===== config.mk =====
export PLATFORM = sky130hd
export DESIGN_NAME = kcf_out_q
export DESIGN_NICKNAME = d
export VERILOG_FILES = /design/src/sv/kcf_pkg.sv /design/src/sv/kcf_out_q.sv
export SDC_FILE = /design/constraint.sdc
export NUM_CORES = 1
export LEC_CHECK = 0
export ABC_AREA = 1
export BUFFER_PORTS_ARGS = -buffer_cell sky130_fd_sc_hd__buf_2
export CORE_ASPECT_RATIO = 0.75
export CORE_MARGIN = 2
export CORE_UTILIZATION = 45
export CTS_CLUSTER_DIAMETER = 120
export DETAILED_ROUTE_END_ITERATION = 8
export PLACE_DENSITY = 0.82
export SLEW_MARGIN = 20
export SYNTH_ARGS = -nofsm -noshare
export SYNTH_HDL_FRONTEND = slang
export SYNTH_SLANG_ARGS = --single-unit
export TNS_END_PERCENT = 30

===== constraint.sdc =====
create_clock -name clk_i -period 2.05 [get_ports clk_i]
set_input_delay 0.205 -clock clk_i [delete_from_list [all_inputs] [get_ports clk_i]]
set_output_delay 0.205 -clock clk_i [all_outputs]
set_load 0.1 [all_outputs]

===== src/sv/kcf_pkg.sv =====
`timescale 1ns / 1ps
`default_nettype none

package kcf_pkg;

  localparam int NUM_WORDS = 16;
  localparam int MAX_LEN   = 16;
  localparam int IDX_W     = $clog2(NUM_WORDS);
  localparam int POS_W     = $clog2(MAX_LEN);
  localparam int LEN_W     = $clog2(MAX_LEN + 1);
  localparam int CMDQ_DEPTH = 4;

  localparam logic [7:0] MASK_CHAR = 8'h2A;

  localparam logic [2:0] MODE_LOAD  = 3'd0;
  localparam logic [2:0] MODE_TEXT  = 3'd1;
  localparam logic [2:0] MODE_EOL   = 3'd2;
  localparam logic [2:0] MODE_READ  = 3'd3;
  localparam logic [2:0] MODE_CLEAR = 3'd4;

  localparam logic [1:0] KIND_CHAR  = 2'd0;
  localparam logic [1:0] KIND_EOL   = 2'd1;
  localparam logic [1:0] KIND_COUNT = 2'd2;

  typedef enum logic [2:0] {
    OP_LOAD,
    OP_TEXT,
    OP_EOL,
    OP_READ,
    OP_CLEAR
  } op_e;

  typedef struct packed {
    op_e        op;
    logic [3:0] word_index;
    logic [3:0] char_pos;
    logic [7:0] char_value;
    logic       last_char;
  } cmd_t;

  typedef struct packed {
    logic [1:0]  kind;
    logic [7:0]  out_char;
    logic [15:0] match_count;
    logic        last;
  } res_t;

  function automatic logic [7:0] fold(input logic [7:0] c);
    logic [7:0] r;
    r = c;
    if (c >= 8'h41 && c <= 8'h5A) begin
      r = c + 8'h20;
    end
    return r;
  endfunction

endpackage

`default_nettype wire


===== src/sv/kcf_out_q.sv =====
`timescale 1ns / 1ps
`default_nettype none

module kcf_out_q import kcf_pkg::*; (
  input  wire logic clk_i,
  input  wire logic rst_ni,
  input  wire logic res_valid_i,
  output logic      res_ready_o,
  input  wire res_t res_i,
  output logic      empty_o,
  input  wire logic pop_i,
  output res_t      res_o
);

  res_t       mem_q [2];
  logic       wr_q, rd_q;
  logic [1:0] cnt_q;
  logic       wr_en, rd_en;

  assign res_ready_o = (cnt_q != 2'd2);
  assign empty_o     = (cnt_q == 2'd0);
  assign res_o       = mem_q[rd_q];
  assign wr_en       = res_valid_i && res_ready_o;
  assign rd_en       = pop_i && !empty_o;

  always_ff @(posedge clk_i or negedge rst_ni) begin
    if (!rst_ni) begin
      wr_q  <= 1'b0;
      rd_q  <= 1'b0;
      cnt_q <= '0;
    end else begin
      if (wr_en) begin
        wr_q <= ~wr_q;
      end
      if (rd_en) begin
        rd_q <= ~rd_q;
      end
      cnt_q <= cnt_q + 2'(wr_en) - 2'(rd_en);
    end
  end

  always_ff @(posedge clk_i) begin
    if (wr_en) begin
      mem_q[wr_q] <= res_i;
    end
  end

endmodule

`default_nettype wire


After elaboration in Yosys (flattened, before gate mapping)
Memories as Yosys holds them, arrays and structs flattened.
Cells that the tools add are included.

word-level totals
  memory bits (writable) = 54
  input bits = 31
  memories = 1
  flip-flop bits (word level) = 4
  output and inout port bits = 29
  logic and storage cells = 15

operators by class
  equal/unequal tests = 1
  add/subtract/negate cells = 2
  mux-type cells = 2
  bitwise logic cells = 2
  reduce and logical (&&, ||, !) cells = 4

memory list
  name   words  bits a word  rd ports  clocked after memory_dff  wr ports  line             source
  mem_q  2      27           1         0                         1         kcf_out_q.sv:15  res_t mem_q [2];

operator list
  cell                count
  $add 2x1->2         1
  $logic_and 1x1->1   2
  $logic_not 2->1     1
  $mux 1              2
  $ne 2x2->1 const B  1
  $not 1->1           2
  $sub 2x1->2         1
  $logic_not 1->1     1

Logic depth before layout (Yosys ltp)
  depth in word-level cells = 4
  depth in mapped cells = 10
  depth with buffers taken out = 10

Worst setup path after synthesis
Ideal clock, no wire load.

  path kind = register to register
  start = reg cnt_q[1]
  end = mem mem_q[1][0] (netlist bit) (enable)
  path buffers = 0
  data arrival time = 2.460 ns
  stages on the path, launching flop included = 4
  period minus slack after synthesis = 2.871 ns
  setup slack = -0.821 ns
  required time = 1.639 ns
  cells stage by stage = dfrtp_1 nand2_1 nand2_1 nor2_1

on the way
  longest elaborated chain between the ends = 4

RTL lines
  item                          line             source
  start: declaration            kcf_out_q.sv:17  logic [1:0] cnt_q;
  start signal: assignment      kcf_out_q.sv:38  cnt_q <= cnt_q + 2'(wr_en) - 2'(rd_en);
  $ne 2x2->1                    kcf_out_q.sv:20  assign res_ready_o = (cnt_q != 2'd2);
  net res_ready_o               kcf_out_q.sv:8   output logic res_ready_o,
  $logic_and 1x1->1             kcf_out_q.sv:23  assign wr_en = res_valid_i && res_ready_o;
  $mux 1                        kcf_out_q.sv:43  if (wr_en) begin
  $mux 1 (not written as such)  kcf_out_q.sv:44  mem_q[wr_q] <= res_i;
  end: declaration              kcf_out_q.sv:15

The timed path passes the listed nets, and every way through them passes these cells.

==> metrics.txt <==
CTS max path bufs 2; post-synthesis cell type count 9; YS warnings 0; Crit path max-delay family buffers and inverters; Worst-Margin Slew 489 ps; CP cell instances clkinv_2 -> nand2_1 -> nand2_1 -> buf_2; most frequent CP cell nand2_1; Final Instance Area 2710 um2; Iter 0 DRT Violations 32; clk_lat worst skew 320 ps; CTS H-tree lvls 3; final period utilization 88.1%; Die H 64.7 um; uppermost layer routed met4; DR WL met2 1.77 mm; slowest CP cell buf_2; final worst path period need 1810 ps; cell taking the most area after synthesis edfxtp_1; Synth area leaders edfxtp_1 (73%), nand2_1 (16%), dfrtp_1 (4.5%); Worst Path Max Fanout 28; All-Layer GR Usage 14.9%; TritonRoute pass-1 iters 4; setup violators final 0; # rows 22; Vias 1352; Worst R2R Path Depth 10; Fill cells 409; Fin Clk Skew 2.72 ps; gpl congestion 0.611; area added between synthesis and finish 22.7%; vias in the first global route 1330; TritonCTS clock tree done; Synth top area share 73.3%; DRC errors left 0; Avg Cell Area, Syn 12.8 um2; port bufs 59; max frequency 0.554 GHz; CP Capture Type output port; Seq cells post-synth 58; Post-Syn Area 2210 um2; Startpoint Class register; fraction of layout cells with a size suffix above 1 31.1%; Setup crit end res_o[9]; Hold Vio Cnt, Final 0; postcts setup bufs 0; Largest stage delay, worst path 420 ps; largest net degree at the start of global routing 29; TritonCTS buffer count 9; initial antenna violation count 0; Post-synth top cells nand2_1 (94), edfxtp_1 (54), inv_1 (9), buf_6 (5), dfrtp_1 (4); DP HPWL 2.38 mm; CTS Sinks 58; gr ovfl total 0; Setup crit start rd_q; Antenna Cells 0; RSZ-0062 raised after global routing no; internal reg-to-reg setup slack 610 ps; Synth Instances 173; Detail Route Antenna Nets 0; ys async rst share 6.90%; CP Class register to output port; first-pass GRT wire length 5.80 mm; placed inst area 2570 um2; Ports 60; Post-synth EDFFs 54; r2r endpoint cnt_q[1]; sequential share of the synthesized area 77.8%; DR WL met3 293 um; count leader, synth nand2_1; Req. time, crit path 1850 ps; Die Area 5500 um2; WP depth 4; fin. max-slew vios 0; Critical R2R Launch cnt_q[1]; worst hold stages 1; critical path buffer and inverter count 2; setup TNS 0 ps; CP Data Arrival Time 1600 ps; Initial Util 45.9%; syn_nets 206; Root Buffer clkbuf_8; wl on met1 1.40 mm; Via density 4.45; DIE WIDTH 85.0 um; final-stage net count 276; normalized max-slew margin 67.6%; status finished, final reports clean; Hold WC Path Type input pin to register; clk slew on worst S/H paths 60 ps; core area 4820 um2; max cap viols 0; final wirelength 3.52 mm; Synth Flop Type edfxtp_1; post-DR wirelength/cell 11.6 um
worst reg2reg max path, stage by stage (launching register included):
cell	delay, ps
dfrtp_1	400
inv_1	80
nand2_1	80
nand2_1	80
inv_1	50
ha_1	290
inv_1	60
ha_1	150
inv_1	40
nand2_1	50
nand2_1	50
placed cells by master (no fill, tap or decap):
master / count
clkinv_1: 1
edfxtp_1: 54
dlygate4sd3_1: 1
clkinv_2: 2
inv_1: 9
clkbuf_8: 9
nand2_2: 1
clkbuf_1: 1
nor2_4: 1
nand3_1: 3
buf_4: 4
buf_2: 59
dfrtp_1: 4
ha_1: 2
nand2_1: 93
cell type report:
class,count,area [um2],share of cell area [%]
clock buffer,10,128,4.70
clock inverter,2,8.76,0.323
inverter,10,38.8,1.43
multi-input combinational,100,407,15.0
sequential,58,1720,63.4
tap,60,75.1,2.77
timing repair buffer,64,335,12.4
per-layer routing:
metal | GRT usage, % | vias to the layer above
li1 | - | 708
met1 | 14.4 | 595
met2 | 25.3 | 43
met3 | 8.66 | 6
met4 | 7.74 | 0
met5 | 0 | -
cell families after synthesis:
kind of cell / Yosys count / share of synthesized area (%)
AND/OR/NAND/NOR: 98 / 16.8
flip-flops: 58 / 77.8
buffers and inverters: 15 / 4.24
adder cells (fa/ha/maj): 2 / 1.13
worst min path at each step:
stage	end	startpoint	slack (ps)
after floorplan	cnt_q[0]	rst_ni	-90
after global placement	rd_q	rst_ni	20
after detailed placement	rd_q	rst_ni	20
after CTS	mem_q[0][10]	res_i[10]	50
after global routing	mem_q[1][20]	res_i[20]	40
final	mem_q[1][21]	res_i[21]	70
flip-flops by register name (all words and copies together), names as in the netlist:
register,flops
rd_q,1
wr_q,1
mem_q,54
cnt_q,2
stage by stage:
stage	util (%)	hold slack (ps)	instances	setup WS (ps)
after floorplan	-	-90.6	173	133
after global placement	53.3	15.5	291	504
after detailed placement	53.3	17.0	291	485
after CTS	56.3	48.0	304	123
after global routing	56.3	36.7	304	99.7
final	56.3	66.4	304	245
what timing repair did:
action                                  4_1_cts  5_1_grt
endpoints found under the setup margin        0        1
hold buffers                                  1        0
endpoints found under the hold margin         4        0
gates resized for setup                       0        1
Power is not shown: default switching activity piles up to over one toggle a cycle in this logic, so the estimate is an artifact.
