--- config.mk ---
export PLATFORM = sky130hd
export DESIGN_NAME = kcf_front
export DESIGN_NICKNAME = d
export VERILOG_FILES = /design/src/sv/kcf_pkg.sv /design/src/sv/kcf_front.sv
export SDC_FILE = /design/constraint.sdc
export NUM_CORES = 1
export LEC_CHECK = 0
export BUFFER_PORTS_ARGS = -buffer_cell sky130_fd_sc_hd__buf_2
export CAP_MARGIN = 40
export CORE_ASPECT_RATIO = 0.7
export CORE_UTILIZATION = 55
export DETAILED_ROUTE_END_ITERATION = 10
export PLACE_DENSITY = 0.75
export SYNTH_ARGS = -nofsm -noshare
export SYNTH_HDL_FRONTEND = slang
export SYNTH_SLANG_ARGS = --single-unit
--- constraint.sdc ---
create_clock -name clk_i -period 6.5 [get_ports clk_i]
set_input_delay 0.975 -clock clk_i [delete_from_list [all_inputs] [get_ports clk_i]]
set_output_delay 0.975 -clock clk_i [all_outputs]
set_load 0.01 [all_outputs]
--- src/sv/kcf_pkg.sv ---
`timescale 1ns / 1ps
`default_nettype none

package kcf_pkg;

  localparam int NUM_WORDS = 16;
  localparam int MAX_LEN   = 16;
  localparam int IDX_W     = $clog2(NUM_WORDS);
  localparam int POS_W     = $clog2(MAX_LEN);
  localparam int LEN_W     = $clog2(MAX_LEN + 1);
  localparam int CMDQ_DEPTH = 4;

  localparam logic [7:0] MASK_CHAR = 8'h2A;

  localparam logic [2:0] MODE_LOAD  = 3'd0;
  localparam logic [2:0] MODE_TEXT  = 3'd1;
  localparam logic [2:0] MODE_EOL   = 3'd2;
  localparam logic [2:0] MODE_READ  = 3'd3;
  localparam logic [2:0] MODE_CLEAR = 3'd4;

  localparam logic [1:0] KIND_CHAR  = 2'd0;
  localparam logic [1:0] KIND_EOL   = 2'd1;
  localparam logic [1:0] KIND_COUNT = 2'd2;

  typedef enum logic [2:0] {
    OP_LOAD,
    OP_TEXT,
    OP_EOL,
    OP_READ,
    OP_CLEAR
  } op_e;

  typedef struct packed {
    op_e        op;
    logic [3:0] word_index;
    logic [3:0] char_pos;
    logic [7:0] char_value;
    logic       last_char;
  } cmd_t;

  typedef struct packed {
    logic [1:0]  kind;
    logic [7:0]  out_char;
    logic [15:0] match_count;
    logic        last;
  } res_t;

  function automatic logic [7:0] fold(input logic [7:0] c);
    logic [7:0] r;
    r = c;
    if (c >= 8'h41 && c <= 8'h5A) begin
      r = c + 8'h20;
    end
    return r;
  endfunction

endpackage

`default_nettype wire

--- src/sv/kcf_front.sv ---
`timescale 1ns / 1ps
`default_nettype none

module kcf_front import kcf_pkg::*; (
  input  wire logic       clk_i,
  input  wire logic       rst_ni,
  input  wire logic       push_i,
  output logic            full_o,
  input  wire logic [2:0] mode_i,
  input  wire logic [3:0] word_index_i,
  input  wire logic [3:0] char_pos_i,
  input  wire logic [7:0] char_value_i,
  input  wire logic       last_char_i,
  output logic            cmd_valid_o,
  input  wire logic       cmd_ready_i,
  output cmd_t            cmd_o
);

  localparam int PTR_W = $clog2(CMDQ_DEPTH);
  localparam int CNT_W = $clog2(CMDQ_DEPTH + 1);

  cmd_t             mem_q [CMDQ_DEPTH];
  logic [PTR_W-1:0] wr_q, wr_d, rd_q, rd_d;
  logic [CNT_W-1:0] cnt_q, cnt_d;
  cmd_t             dec;
  logic             dec_ok;
  logic             wr_en, rd_en;

  always_comb begin
    dec.word_index = word_index_i;
    dec.char_pos   = char_pos_i;
    dec.char_value = char_value_i;
    dec.last_char  = last_char_i;
    dec.op         = OP_LOAD;
    dec_ok         = 1'b1;
    unique case (mode_i)
      MODE_LOAD:  dec.op = OP_LOAD;
      MODE_TEXT:  dec.op = OP_TEXT;
      MODE_EOL:   dec.op = OP_EOL;
      MODE_READ:  dec.op = OP_READ;
      MODE_CLEAR: dec.op = OP_CLEAR;
      default:    dec_ok = 1'b0;
    endcase
  end

  assign full_o      = (cnt_q == CNT_W'(CMDQ_DEPTH));
  assign cmd_valid_o = (cnt_q != '0);
  assign cmd_o       = mem_q[rd_q];
  assign wr_en       = push_i && !full_o && dec_ok;
  assign rd_en       = cmd_valid_o && cmd_ready_i;

  always_comb begin
    wr_d  = wr_en ? wr_q + PTR_W'(1) : wr_q;
    rd_d  = rd_en ? rd_q + PTR_W'(1) : rd_q;
    cnt_d = cnt_q + CNT_W'(wr_en) - CNT_W'(rd_en);
  end

  always_ff @(posedge clk_i or negedge rst_ni) begin
    if (!rst_ni) begin
      wr_q  <= '0;
      rd_q  <= '0;
      cnt_q <= '0;
    end else begin
      wr_q  <= wr_d;
      rd_q  <= rd_d;
      cnt_q <= cnt_d;
    end
  end

  always_ff @(posedge clk_i) begin
    if (wr_en) begin
      mem_q[wr_q] <= dec;
    end
  end

endmodule

`default_nettype wire

# Yosys cells after proc, flatten, opt, wreduce, memory -nomap -nowiden
# Memories as Yosys holds them, arrays and structs flattened.
# Index checks and enable logic that the tools add are counted.
[totals]
reg_bits = 7
mem_bits_rw = 80
in_bits = 24
output_inout_bits = 22
mem_count = 1
[memory_table]
columns = ["memory", "depth", "word_bits", "read_ports", "rd_clocked_by_memory_dff", "write_ports", "line_no", "source"]
rows = [
  ["mem_q", 4, 20, 1, 0, 1, "kcf_front.sv:22", "cmd_t mem_q [CMDQ_DEPTH];"],
]
[classes]
n_addsub = 4
n_eq_ne = 5
n_mux = 4
n_reduce_logical = 7
[op_table]
columns = ["operator", "n"]
rows = [
  ["$pmux W3 S4", 1],
  ["$eq A3 B2 Y1 const B", 2],
  ["$eq A3 B3 Y1 const B", 2],
  ["$reduce_or A5 Y1", 1],
  ["$add A2 B1 Y2 const B", 2],
  ["$add A3 B1 Y3", 1],
  ["$eq A3 B1 Y1 const B", 1],
  ["$logic_and A1 B1 Y1", 3],
  ["$logic_not A3 Y1", 1],
  ["$mux W1", 3],
  ["$reduce_bool A3 Y1", 1],
  ["$sub A3 B1 Y3", 1],
  ["$logic_not A1 Y1", 1],
]

# Logic depth before layout (Yosys ltp)
# Gate-level depths: netlist of run 1.
[depth]
word_depth = 6
mapped_depth = 10

# Worst setup path after synthesis of run 1
# Ideal clock, no wire load.
[synth_path]
path_type = "input to register"
startpoint = "input mode_i[0]"
endpoint = "register cnt_q[2]"
t_arrival_ps = 2499
path_slack_ps = 3878
path_stages = 10
n_path_buf = 1
cell_sequence = "o21ai_0 -> and3b_1 -> buf_6 -> inv_1 -> ha_1 -> inv_1 -> ha_1 -> fa_1 -> xnor2_1 -> xnor2_1"
[synth_via]
elab_chain_cells = 6
elab_cells_between_ends = 10
classes_between = "2 x add/sub; 4 x eq/ne; 1 x mux; 3 x reduce/logical"
[synth_lines]
columns = ["item", "line_no", "source"]
rows = [
  ["start: declaration", "kcf_front.sv:9", "input wire logic [2:0] mode_i,"],
  ["$eq A3 B3 Y1, or another cell as far along", "kcf_front.sv:36", "unique case (mode_i)"],
  ["$reduce_or A5 Y1 (no source line) *", "-", ""],
  ["$mux W1 *", "kcf_front.sv:36", ""],
  ["$logic_and A1 B1 Y1 *", "kcf_front.sv:49", "assign wr_en = push_i && !full_o && dec_ok;"],
  ["$add A3 B1 Y3 *", "kcf_front.sv:55", "cnt_d = cnt_q + CNT_W'(wr_en) - CNT_W'(rd_en);"],
  ["$sub A3 B1 Y3 *", "kcf_front.sv:55", ""],
  ["net cnt_d[2]", "kcf_front.sv:24", "logic [CNT_W-1:0] cnt_q, cnt_d;"],
  ["end signal: assignment", "kcf_front.sv:66", "cnt_q <= cnt_d;"],
  ["end: declaration", "kcf_front.sv:24", ""],
]
# The timed path passes the listed nets; every way through them passes the cells marked *.
# A chain may end at the register's enable or synchronous reset.

==> metrics.cfg, run 1 <==
[yosys]
avgSynthCellArea_um2=23.2
synth-seq-cells=87
ys_seq_area_frac=0.773
synth_nets=175
synth_cell_types=23
ys_top_cells_by_area=edfxtp_1, mux4_2, dfrtp_1, ha_1, xnor2_1
yosysTopAreaCellShare=0.720
synthesis.instances=144
netlist_area_um2=3340
ys_warn_count=0
synth.largest_area_cell=edfxtp_1

[global_routing]
grt_max_degree=21
overflow=0
grt_first_pass_wirelength_um=7940
track_usage=0.186
grt_pass1_vias=1528
antenna_found_initial=0

[route]
drt-total-wl_um=5170
avgViaCountPerCell=5.51
drt_iter0_drc=124
wl_per_cell_um=18.6
via_count=1531
detail_route.first_pass.iterations=4
drc_errors=0
antenna_left=0

[cts]
post-cts-setup-buffers=0
holdBufCountCts=0
cts_tree=built
insertion_delay_ns=0.35
cts_buffer_depth=2
path_clk_slew_ns=0.08
cts_num_sinks=87
htree_levels=3
clock-root-buffer=clkbuf_8
ctsResizeCount=0
cts_buffers=9

[pwr]
combPwrFrac=0.290
swShare=0.292
irDropWorstVdd_mv=0.184
p_leak_nw=1.37
clkPwrFrac=0.228
p_int_w=0.00113
p_sw_w=0.000465
p_seq_frac=0.482
powerDensity_nw_per_um2=413

[sta]
hold_viol_final=0
timing.final.crit_share=0.485
slew_headroom=0.602
period_needed_ns=3.15
fin_skew_ns=0.00983
clock.fmax_ghz=0.317
tightest_slew_ns=0.596
rsz0062_at_grt=false
fin_tns_setup_ns=0
setup_viol=0
drv_slew=0

[setup_path]
r2r_start=cnt_q[2]
path_class=register to output pin
crit_path_start_kind=register
crit_family=flip-flops
crit_chain=buf_4, mux4_2, buf_2
critical_path_arrival_ns=2.18
crit_buf_inv=2
critical_path.slowest_cell=dfrtp_1
slowest_delay_ns=0.73
rrSetupSlack_ns=4.19
worstSetupEndpointType=output pin
critical_path_required_ns=5.52
reg2reg_to=cnt_q[2]
r2r_cells=9
critPathMaxFanout=13

[run_status]
status=completed

[die]
die-height_um=67.2
die_w_um=95.1
rows=23
dieArea_um2=6390
core_area_um2=5780
start_util=0.577
ioPinCount=46

[placed_design]
io_buffer_count=45
placedCellCount=262
place.gp.congestion=0.691
dp_hpwl_um=3300

[cells_and_area]
final_cell_mix=edfxtp_1, buf_2, mux4_2
fin_nets=229
fin_cells=278
final_common_cell=edfxtp_1
syn2layout_area_growth_pct=15.9
n_antenna_cell=0
drive_gt1_frac=0.443

[job]
drv_cap=0

[hold_path]
hp-class=primary input to async pin

==> synth_stat cells, drive strengths merged <==
cell type / count
and3b: 1
nor2b: 2
o21ai: 1
mux2: 1
clkbuf: 1
nor3b: 2
xor2: 1
dfrtp: 7
ha: 6
o31a: 1
inv: 6
xnor2: 4
buf: 4
edfxtp: 80
mux4: 20
or3: 1
and2: 4
nand2: 1
fa: 1
==> area by class of cell <==
type / instances / area [µm²]
tap: 75 / 93.8
inverter: 6 / 22.5
multi-input combinational: 46 / 701
clock inverter: 6 / 70.1
sequential: 87 / 2580
timing repair buffer: 48 / 275
fill: 382 / 1920
clock buffer: 10 / 128
==> how the worst max path moves through the flow <==
stage	startpoint	cells after the start	to
final	rd_q[0]	3	cmd_o[16]
after floorplan	mode_i[0]	10	cnt_q[2]
after detailed placement	mode_i[0]	10	cnt_q[2]
after global placement	mode_i[0]	10	cnt_q[2]
after CTS	rd_q[0]	3	cmd_o[16]
after global routing	rd_q[0]	3	cmd_o[16]
==> flip-flops by register name, summed over array words and instances, names as in the netlist <==
register and flops:
rd_q 2, cnt_q 3, mem_q 80, wr_q 2
==> power by group through the flow <==
stage	clock, W	combinational (W)	sequential [W]
6_report	0.000363	0.000463	0.000770
5_1_grt	0.000393	0.000505	0.000783
4_1_cts	0.000373	0.000472	0.000773
3_5_place_dp	0	0.000470	0.000784
3_3_place_gp	0	0.000428	0.000789
2_1_floorplan	0	0.000342	0.000746
==> cells by family after synthesis <==
| kind of cell | after synthesis | synth area share |
|---|---|---|
| mux | 21 | 0.140 |
| compound gates | 2 | 0.00450 |
| simple gates | 11 | 0.0244 |
| xor+xnor | 5 | 0.0131 |
| fa+ha+maj | 7 | 0.0285 |
| flops | 87 | 0.773 |
| buf+inv | 11 | 0.0172 |
==> routing by layer <==
metal	track usage	vias to the layer above	routed length, µm
li1	-	690	-
met1	0.245	779	2250
met2	0.284	54	2520
met3	0.0653	8	311
met4	0.0852	0	84
met5	0	-	0
==> through the flow <==
| step | hold WS, ns | setup WS, ns | total power [W] | util | instance area (µm²) |
|---|---|---|---|---|---|
| 3_3_place_gp | 0.547 | 3.69 | 0.00122 | 0.627 | 3630 |
| 5_1_grt | 0.439 | 3.16 | 0.00168 | 0.669 | 3870 |
| 3_5_place_dp | 0.565 | 3.56 | 0.00125 | 0.634 | 3670 |
| 4_1_cts | 0.433 | 3.27 | 0.00162 | 0.669 | 3870 |
| 6_report | 0.447 | 3.35 | 0.00160 | 0.669 | 3870 |
| 2_1_floorplan | 0.535 | 3.88 | 0.00109 | - | 3340 |
Note: power is estimated with default switching activity, not from simulation.
==> run 2: changes to the inputs <==
Clock period 6.5 ns to 3.1 ns, I/O delays scaled along.
==> metrics.cfg, run 2 (synthesized netlist as in run 1, its figures left out) <==
[setup_path]
rrSetupSlack_ns=0.67  ; was 4.19 ns
critical_path.slowest_cell=dfrtp_1  ; unchanged
crit_buf_inv=2  ; unchanged
critical_path_required_ns=2.63  ; was 5.52 ns
r2r_cells=9  ; unchanged
worstSetupEndpointType=output pin  ; unchanged
crit_family=flip-flops  ; unchanged
critPathLaunch=rd_q[0]  ; unchanged
crit_chain=buf_4, mux4_2, buf_2  ; unchanged
reg2reg_to=cnt_q[2]  ; unchanged
r2r_start=cnt_q[2]  ; unchanged
critPathMaxFanout=9  ; was 13
crit_path_start_kind=register  ; unchanged
slowest_delay_ns=0.64  ; was 0.73 ns
path_class=register to output pin  ; unchanged
critical_path_arrival_ns=2.01  ; was 2.18 ns

[sta]
tightest_slew_ns=0.565  ; was 0.596 ns
whs_ns=0.319  ; was 0.447 ns
drv_slew=0  ; unchanged
fin_tns_setup_ns=0  ; unchanged
clock.fmax_ghz=0.404
timing.final.crit_share=0.798
hold_viol_final=0  ; unchanged
slew_headroom=0.623  ; was 0.602
rsz0062_at_grt=false  ; unchanged
setup_viol=0  ; unchanged
period_needed_ns=2.47
fin_skew_ns=0.00899  ; was 0.00983 ns

[cells_and_area]
largestRegisters=mem_q (80), cnt_q (3)  ; unchanged
syn2layout_area_growth_pct=15.5  ; was 15.9%
largest_reg_flops=80  ; unchanged
top_register=mem_q  ; unchanged
n_antenna_cell=0  ; unchanged
fin_nets=231  ; was 229
drive_gt1_frac=0.434  ; was 0.443
final_cell_mix=edfxtp_1, buf_2, mux4_2  ; unchanged
final_common_cell=edfxtp_1  ; unchanged
utilization=0.666  ; was 0.669

[pwr]
irDropWorstVdd_mv=0.542  ; was 0.184 mV
powerDensity_nw_per_um2=871  ; was 413 nW/µm²
p_leak_nw=1.37  ; about the same

[die]
core_area_um2=5780  ; unchanged
rows=23  ; unchanged
die-height_um=67.2  ; unchanged
dieArea_um2=6390  ; unchanged
die_w_um=95.1  ; unchanged
ioPinCount=46  ; unchanged
start_util=0.577  ; unchanged

[cts]
cts_tree=built  ; unchanged
ctsResizeCount=0  ; unchanged
cts_num_sinks=87  ; unchanged
clock-root-buffer=clkbuf_8  ; unchanged
path_clk_slew_ns=0.08  ; about the same
cts_buffer_depth=2  ; unchanged
cts_buffers=9  ; unchanged
post-cts-setup-buffers=0  ; unchanged
holdBufCountCts=1  ; was 0
insertion_delay_ns=0.36  ; was 0.35 ns
htree_levels=3  ; unchanged

[placed_design]
dp_hpwl_um=3550  ; was 3300 µm
place.gp.congestion=0.697  ; was 0.691
io_buffer_count=45  ; unchanged

[hold_path]
holdPathEnd=mem_q[0][8]
hp-class=primary input to register  ; was primary input to async pin
hold_depth=1
worstHoldStart=char_value_i[7]

[route]
drt_iter0_drc=101  ; was 124
avgViaCountPerCell=5.42  ; was 5.51
via_count=1517  ; was 1531
wl_per_cell_um=19.1  ; was 18.6 µm
detail_route.first_pass.iterations=4  ; unchanged
drc_errors=0  ; unchanged
antenna_left=0  ; unchanged
drt-total-wl_um=5360  ; was 5170 µm

[run_status]
status=completed  ; unchanged

[global_routing]
grt_max_degree=21  ; unchanged
grt_pass1_vias=1612  ; was 1528
grt_first_pass_wirelength_um=8370  ; was 7940 µm
antenna_found_initial=0  ; unchanged
track_usage=0.198  ; was 0.186
overflow=0  ; unchanged

[job]
drv_cap=0  ; unchanged

run 2: worst max-delay path by stage:
| stage | endpoint | slack, ns | cells past startpoint |
|---|---|---|---|
| finish | cmd_o[16] | 0.63 | 3 |
| floorplan | cnt_q[2] | 0.96 | 10 |
| global placement | cnt_q[2] | 0.80 | 10 |
| global route | cmd_o[16] | 0.48 | 3 |
| detailed placement | cnt_q[2] | 0.60 | 10 |
| CTS | cmd_o[16] | 0.58 | 3 |
run 2: area by class of cell:
type	count	area, µm²
well taps	75	93.8
multi-input cells	46	701
repair buffers	50	265
flip-flops and latches	87	2580
clock buffers	13	149
inverters	6	22.5
clock inverters	3	45.0
fillers	372	1930
run 2: layer usage:
layer	global-route usage	share of wire	vias to the layer above	routed length, µm
met5	0	0	-	0
met4	0.0947	0.022	0	117
met3	0.0743	0.061	11	326
met2	0.316	0.50	50	2690
met1	0.244	0.41	768	2220
li1	-	-	688	-
run 2: stage by stage:
stage	total power [W]	instance area (µm²)	setup slack, ns	cells
after floorplan	0.00228	3340	0.963	144
after global placement	0.00257	3650	0.801	263
after detailed placement	0.00264	3650	0.605	263
after CTS	0.00340	3850	0.583	280
after global routing	0.00354	3850	0.481	280
final	0.00336	3850	0.626	280
run 2: report_power, final:
part	internal (W)	switching, W
combinational	0.000507	0.000488
sequential	0.00148	0.000119
clock	0.000395	0.000365
